--- src/rtl/hba_pkg.sv ---
package hba_pkg;

  localparam int NUM_BINS    = 256;
  localparam int BIN_AW      = $clog2(NUM_BINS);
  localparam int SAMPLE_BITS = 16;
  localparam int COUNT_BITS  = 32;
  localparam int N_BITS      = BIN_AW + 1;
  localparam int CFG_AW      = 2;
  localparam int CFG_DW      = SAMPLE_BITS;
  localparam int MODE_W      = 2;

  // sample - range_low, range_high - range_low
  localparam int DIFF_W    = SAMPLE_BITS + 1;
  localparam int PROD_W    = DIFF_W + N_BITS + 1;
  localparam int NUM_W     = PROD_W + 1;
  // quotient bits kept before clamping; anything larger saturates
  localparam int QUOT_BITS = N_BITS;
  localparam int STEP_W    = $clog2(QUOT_BITS);

  localparam logic [COUNT_BITS-1:0] CNT_TOP = {COUNT_BITS{1'b1}};

  typedef enum logic [MODE_W-1:0] {
    MODE_ADD   = 2'd0,
    MODE_READ  = 2'd1,
    MODE_CLEAR = 2'd2
  } mode_t;

  typedef enum logic [CFG_AW-1:0] {
    CFG_RANGE_LOW  = 2'd0,
    CFG_RANGE_HIGH = 2'd1,
    CFG_BINS       = 2'd2
  } cfg_idx_t;

  typedef enum logic [2:0] {
    BM_IDLE,
    BM_MUL,
    BM_NORM,
    BM_CHK,
    BM_DIV,
    BM_DONE
  } bm_state_t;

  typedef enum logic [1:0] {
    ST_IDLE,
    ST_MAP,
    ST_MOD
  } state_t;

  typedef struct packed {
    logic signed [SAMPLE_BITS-1:0] range_low;
    logic signed [SAMPLE_BITS-1:0] range_high;
    logic        [N_BITS-1:0]      n_bins;
  } cfg_t;

endpackage

--- src/rtl/hba_binmap.sv ---
module hba_binmap (
  input  logic                                   clk,
  input  logic                                   rst_n,
  input  logic                                   start,
  input  logic signed [hba_pkg::SAMPLE_BITS-1:0] sample,
  input  hba_pkg::cfg_t                          cfg,
  output logic                                   done,
  output logic        [hba_pkg::BIN_AW-1:0]      bin
);
  import hba_pkg::*;

  bm_state_t state_r, state_nxt;

  logic signed [DIFF_W-1:0]   diff_r;
  logic signed [DIFF_W-1:0]   den_r;
  logic        [DIFF_W-1:0]   dpos_r;
  logic signed [NUM_W-1:0]    num_r;
  logic        [NUM_W-1:0]    rem_r;
  logic        [NUM_W-1:0]    dsh_r;
  logic        [QUOT_BITS-1:0] q_r;
  logic        [STEP_W-1:0]   step_r;

  logic signed [N_BITS:0]     n_sgn;
  logic signed [PROD_W-1:0]   prod;
  logic        [NUM_W-1:0]    dlim;
  logic                       early;
  logic        [N_BITS-1:0]   n_m1;

  assign n_sgn = $signed({1'b0, cfg.n_bins});
  assign prod  = diff_r * n_sgn;
  assign dlim  = NUM_W'(dpos_r) << QUOT_BITS;
  assign early = (den_r == '0) || num_r[NUM_W-1] || ($unsigned(num_r) >= dlim);
  assign n_m1  = cfg.n_bins - N_BITS'(1);

  always_ff @(posedge clk) begin
    if (!rst_n) begin
      state_r <= BM_IDLE;
    end else begin
      state_r <= state_nxt;
    end
  end

  always_comb begin
    state_nxt = state_r;
    unique case (state_r)
      BM_IDLE: if (start) state_nxt = BM_MUL;
      BM_MUL:  state_nxt = BM_NORM;
      BM_NORM: state_nxt = BM_CHK;
      BM_CHK:  state_nxt = early ? BM_DONE : BM_DIV;
      BM_DIV:  if (step_r == '0) state_nxt = BM_DONE;
      BM_DONE: state_nxt = BM_IDLE;
      default: state_nxt = BM_IDLE;
    endcase
  end

  always_ff @(posedge clk) begin
    case (state_r)
      BM_IDLE: begin
        if (start) begin
          diff_r <= DIFF_W'(sample) - DIFF_W'(cfg.range_low);
          den_r  <= DIFF_W'(cfg.range_high) - DIFF_W'(cfg.range_low);
        end
      end
      BM_MUL: begin
        num_r <= NUM_W'(prod);
      end
      BM_NORM: begin
        // flip both signs so the divisor is positive; floor is unchanged
        if (den_r[DIFF_W-1]) begin
          num_r  <= -num_r;
          dpos_r <= $unsigned(-den_r);
        end else begin
          dpos_r <= $unsigned(den_r);
        end
      end
      BM_CHK: begin
        q_r    <= (den_r != '0 && !num_r[NUM_W-1] && ($unsigned(num_r) >= dlim)) ? '1 : '0;
        rem_r  <= $unsigned(num_r);
        dsh_r  <= NUM_W'(dpos_r) << (QUOT_BITS - 1);
        step_r <= STEP_W'(QUOT_BITS - 1);
      end
      BM_DIV: begin
        if (rem_r >= dsh_r) begin
          rem_r       <= rem_r - dsh_r;
          q_r[step_r] <= 1'b1;
        end
        dsh_r  <= dsh_r >> 1;
        step_r <= step_r - STEP_W'(1);
      end
      default: begin
      end
    endcase
  end

  assign done = (state_r == BM_DONE);
  assign bin  = (q_r > n_m1) ? n_m1[BIN_AW-1:0] : q_r[BIN_AW-1:0];

endmodule

--- config.mk ---
export PLATFORM = sky130hd
export DESIGN_NAME = hba_binmap
export DESIGN_NICKNAME = d
export VERILOG_FILES = /design/src/rtl/hba_pkg.sv /design/src/rtl/hba_binmap.sv
export SDC_FILE = /design/constraint.sdc
export NUM_CORES = 1
export LEC_CHECK = 0
export ABC_AREA = 1
export BUFFER_PORTS_ARGS = -buffer_cell sky130_fd_sc_hd__buf_4
export CAP_MARGIN = 20
export CORE_ASPECT_RATIO = 0.9
export CORE_MARGIN = 2
export CORE_UTILIZATION = 40
export CTS_CLUSTER_DIAMETER = 50
export CTS_CLUSTER_SIZE = 20
export DETAILED_ROUTE_END_ITERATION = 10
export MAX_ROUTING_LAYER = met4
export PLACE_DENSITY = 0.66
export RECOVER_POWER = 100
export SLEW_MARGIN = 25
export SYNTH_ARGS = -nofsm -noshare
export SYNTH_HDL_FRONTEND = slang
export SYNTH_SLANG_ARGS = --single-unit
--- constraint.sdc ---
create_clock -name clk -period 5.7 [get_ports clk]
set_input_delay 0.285 -clock clk [delete_from_list [all_inputs] [get_ports clk]]
set_output_delay 0.285 -clock clk [all_outputs]
set_load 0.005 [all_outputs]
# Word level (Yosys, flattened, before mapping)
# Cells that the tools add are included.
[word_totals] ff_bits=151 input_bits=60 out_inout_bits=9 elab_cells=66
[classes] n_addsub=7 mul=1 n_lt_le_gt_ge=5 n_eq_ne=9 n_mux=17 bitwise_logic=1 reduce_logical=16
[op_table] operator="28-bit one-hot mux with 2 select lines" n=3
[op_table] operator="28-bit two-way mux" n=2
[op_table] operator="16-bit by 16-bit subtractor with 17-bit output" n=2
[op_table] operator="28-bit by 26-bit >= comparator with 1-bit output" n=1
[op_table] operator="28-bit >= comparator" n=1
[op_table] operator="28-bit negator" n=1
[op_table] operator="28-bit subtractor" n=1
[op_table] operator="17-bit by 10-bit multiplier with 27-bit output" n=1
[op_table] operator="9-bit two-way mux" n=2
[op_table] operator="9-bit one-hot mux with 2 select lines" n=1
[op_table] operator="17-bit zero test" n=1
[op_table] operator="17-bit negator" n=1
[op_table] operator="17-bit nonzero test" n=1
[op_table] operator="16-bit two-way mux" n=1
[op_table] operator="3-bit one-hot mux with 5 select lines" n=1
[op_table] operator="9-bit > comparator" n=1
[op_table] operator="9-bit OR" n=1
[op_table] operator="9-bit by 1-bit subtractor with 9-bit output, second input constant" n=1
[op_table] operator="8-bit two-way mux" n=1
[op_table] operator="2-bit inequality test, second input constant" n=4
[op_table] operator="4-bit one-hot mux with 2 select lines" n=1
[op_table] operator="2-bit AND reduction" n=4
[op_table] operator="3-bit by 2-bit == test with 1-bit output, second input constant" n=2
[op_table] operator="3-bit == test, second input constant" n=2
[op_table] operator="13 further kinds" n=19

# Logic depth before layout (Yosys ltp)
[depth] word_depth=7 mapped_depth=26 depth_no_buf=24

# Worst setup path after synthesis
# OpenSTA, ideal clock, no wires.
[synth_path] path_kind="input -> register" start="in cfg[3] (netlist name)" end="reg num_r[14] (data pin)" setup_ps=256 arrival_time_ps=4847 required_time_ps=5444 path_slack_ps=597 stages=23 path_buffers=2 path_cell_list="clkbuf_1 clkbuf_1 nand2_1 fa_1 inv_1 fa_1 inv_1 fa_1 inv_1 fa_1 inv_1 fa_1 inv_1 ha_1 nand2_1 inv_1 nand2_1 nand3_1 nand2_1 nand3_1 or2_2 nand3_1 nand2_1"
[synth_via] elab_chain_cells=2
[synth_rtl] item="start: declaration" line="hba_binmap.sv:6" text="input hba_pkg::cfg_t cfg,"
[synth_rtl] item="17-bit by 10-bit multiplier with 27-bit output" line="hba_binmap.sv:30" text="assign prod = diff_r * n_sgn;"
[synth_rtl] item="28-bit one-hot mux with 2 select lines" line="hba_binmap.sv:57" text="case (state_r)"
[synth_rtl] item="end signal: assignment" line="hba_binmap.sv:65" text="num_r <= NUM_W'(prod);"
[synth_rtl] item="end signal: assignment" line="hba_binmap.sv:70" text="num_r <= -num_r;"
[synth_rtl] item="end: declaration" line="hba_binmap.sv:17" text="logic signed [NUM_W-1:0] num_r;"
# Every way passes these cells.
# A chain may end at the register's enable or synchronous reset.

# Worst setup path after layout
[layout_path] start="reg diff_r[16]" end="reg num_r[20] (data pin)"
[layout_via] elab_chain_cells=2
[layout_rtl] item="start: declaration" line="hba_binmap.sv:14" text="logic signed [DIFF_W-1:0] diff_r;"
[layout_rtl] item="start signal: assignment" line="hba_binmap.sv:60" text="diff_r <= DIFF_W'(sample) - DIFF_W'(cfg.range_low);"
[layout_rtl] item="17-bit by 10-bit multiplier with 27-bit output" line="hba_binmap.sv:30"
[layout_rtl] item="28-bit one-hot mux with 2 select lines" line="hba_binmap.sv:57"
# Every way passes these cells.

==> metrics <==
Max-cap violations 5; Worst setup SP type register; Final Instance Area 0.0194 mm²; H-tree levels 4; Syn Nets 2779; vias in the first global route 15300; path depth of the worst reg2reg path 21; Hold Path Class input port to register; Num CTS Buffers 17; outcome complete, but fails checks; FMAX 184 MHz; skew final 0.0138 ns; WL final 46500 µm; Post-Layout Cell Count 3097; port buffer count 68; fill cell count 4502; leading area contributor after synthesis edfxtp_1; flop-to-flop setup slack 0.26 ns; Rows 73; I/O pin count 69; register area 0.00441 mm²; first-pass GRT wire length 77900 µm; Worst R2R End num_r[20]; Yosys warnings 0; Clk Latency, worst-skew pair 0.44 ns; area of the multi-input gates 0.0109 mm²; CTS Hold Buffers Added 0; Initial Util 40.3%; CTS tree built; mapped cell area 0.0177 mm²; post-route setup TNS 0 ns; Critical Path AT 5.62 ns; Die W 226 µm; Via Count 15200; most common cell after layout, fill and taps aside nand2_1; Avg Cell Area, Syn 7.27 µm²; DIE AREA 0.0460 mm²; Final setup viols 0; Die H 204 µm; Hold Startpoint rst_n; Synth cell types 46; Pre-antenna DRT Iters 5; CTS Sinks 148; HPWL Detailed 38700 µm; main area contributors after synthesis edfxtp_1 (25%), nand2_1 (15%), fa_1 (15%); antenna viol nets, final 0; area grow syn2layout 9.28%; placed cell areas 0.0188 mm²; Slew headroom -91.3%; Crit Path Max Fanout 5; CTS Root Cell clkbuf_16; crit path capture type register; layout cells sized above 1 5.65%; Synth Flop Type edfxtp_1; failing checks max-capacitance violations, max-slew violations; gr ovfl total 0; # DRC 0; initial antenna violation count 1; largest net degree at the start of global routing 76; routed len/inst 15.0 µm; most frequent cells in the layout nand2_1 (710), inv_1 (559), ha_1 (149); worst reg2reg startpoint diff_r[16]; total track usage 21.9%; RSZ-0062 raised after global routing false; worst-margin pin slew 2.87 ns; Final min period 5.44 ns; critical path class register to register; WHS Path Cells 3; maximum clock insertion buffer count 2; Synth top area share 24.6%; #FFs+latches synth 148; core area 0.0439 mm²; EDFF count, synth 145; Reg clk slew, reported paths 0.07 ns; Final nets 2825; final worst path period share 95.4%; worst path required time 5.89 ns; Synth Instances 2437; worst hold endpoint state_r[2]; placed cell count 3061; Seq/Total Area, Yosys 24.9%; post-DR vias/cell 4.90; GPL Wtd Cong 0.929; final hold vios 0; initial detailed-routing violation count 1187; fraction of registers with async set/reset 0%; Slew Limit Fails 216
==> Yosys cell counts (3+ instances only) <==
library cell and instances:
o21ai_1 26, nor2_2 9, o22ai_1 3, buf_1 7, a21boi_1 4, xor2_1 40, nor2_1 130, nand3_1 123
dfxtp_1 3, nand3_2 5, or2_2 3, buf_2 16, or2_1 8, fa_1 132, o21a_1 3, nand3b_1 6
o21bai_1 6, inv_2 10, nor3_1 23, o211ai_1 3, a21oi_1 87, clkbuf_1 29, edfxtp_1 145, o21ai_0 80
inv_1 559, a31oi_1 5, nand2_1 710, nor2_4 6, nand4_1 45, nor4_1 5, ha_1 150, xnor2_1 25
and2_1 6, or2_0 3, nand2_2 6
==> layer usage <==
metal	global-route usage, %	share of wire [%]	vias to the layer above
met5	-	0	-
met1	30.1	47	7109
met3	2.94	5.5	43
met4	3.69	1.3	0
met2	35.1	46	411
li1	-	-	7624
==> how the worst max path moves through the flow <==
stage | from | depth (start not counted) | endpoint | slack, ns
floorplan | cfg[3] | 23 | num_r[14] | 0.60
global placement | cfg[1] | 21 | num_r[22] | 0.23
detailed placement | cfg[1] | 21 | num_r[22] | 0.23
CTS | diff_r[16] | 20 | num_r[22] | 0.24
global route | diff_r[16] | 22 | num_r[26] | 0.01
finish | diff_r[16] | 21 | num_r[20] | 0.26
==> flip-flops by register name, indices dropped and copies added (netlist names) <==
signal,cells
step_r,4
state_r,3
diff_r,17
dsh_r,25
den_r,17
num_r,28
rem_r,28
q_r,9
dpos_r,17
==> per-stage QoR <==
step	setup slack [ns]	hold slack, ns	utilization [%]
6_report	0.263	0.124	44.1
5_1_grt	0.0136	0.140	44.1
2_1_floorplan	0.597	0.426	-
3_3_place_gp	0.228	0.437	42.9
4_1_cts	0.238	0.118	44.2
3_5_place_dp	0.230	0.456	42.9
==> cells by family after synthesis <==
kind of cell,after synthesis,share of synthesized area [%]
compound gates,225,6.79
xor+xnor,65,3.21
fa+ha+maj,282,25.5
buf+inv,624,13.4
flops,148,24.9
simple gates,1093,26.1
==> critical path, cell delays in order, from the launching register on <==
cell and delay, ns:
edfxtp_1 0.45, nand2_1 0.15, inv_1 0.10, fa_2 0.59, inv_1 0.13, fa_1 0.55, inv_1 0.05, fa_1 0.47
fa_1 0.55, inv_1 0.06, fa_1 0.50, inv_1 0.04, ha_1 0.37, nand2_1 0.13, nor2_1 0.26, inv_1 0.12
nor2_1 0.21, nand3_1 0.16, nand3_1 0.11, nand2_1 0.05, nand3_1 0.07, nand2_1 0.06
==> area by class of cell <==
| cell class | instances | area share (%) |
|---|---|---|
| Sequential cell | 148 | 22.8 |
| Clock inverter | 12 | 0.672 |
| Inverter | 569 | 11.0 |
| Multi-Input combinational cell | 1665 | 56.4 |
| Tap cell | 600 | 3.88 |
| Clock buffer | 19 | 2.24 |
| Antenna cell | 2 | 0.0259 |
| Timing Repair Buffer | 82 | 2.95 |
==> what timing repair did <==
item                       4_1_cts  5_1_grt
setup endpoints to repair        0        7
resized for setup                0        5
hold endpoints to repair         0        0
setup buffers                    0        2
Power is not shown: default switching activity piles up to over one toggle a cycle in this logic, so the estimate is an artifact.
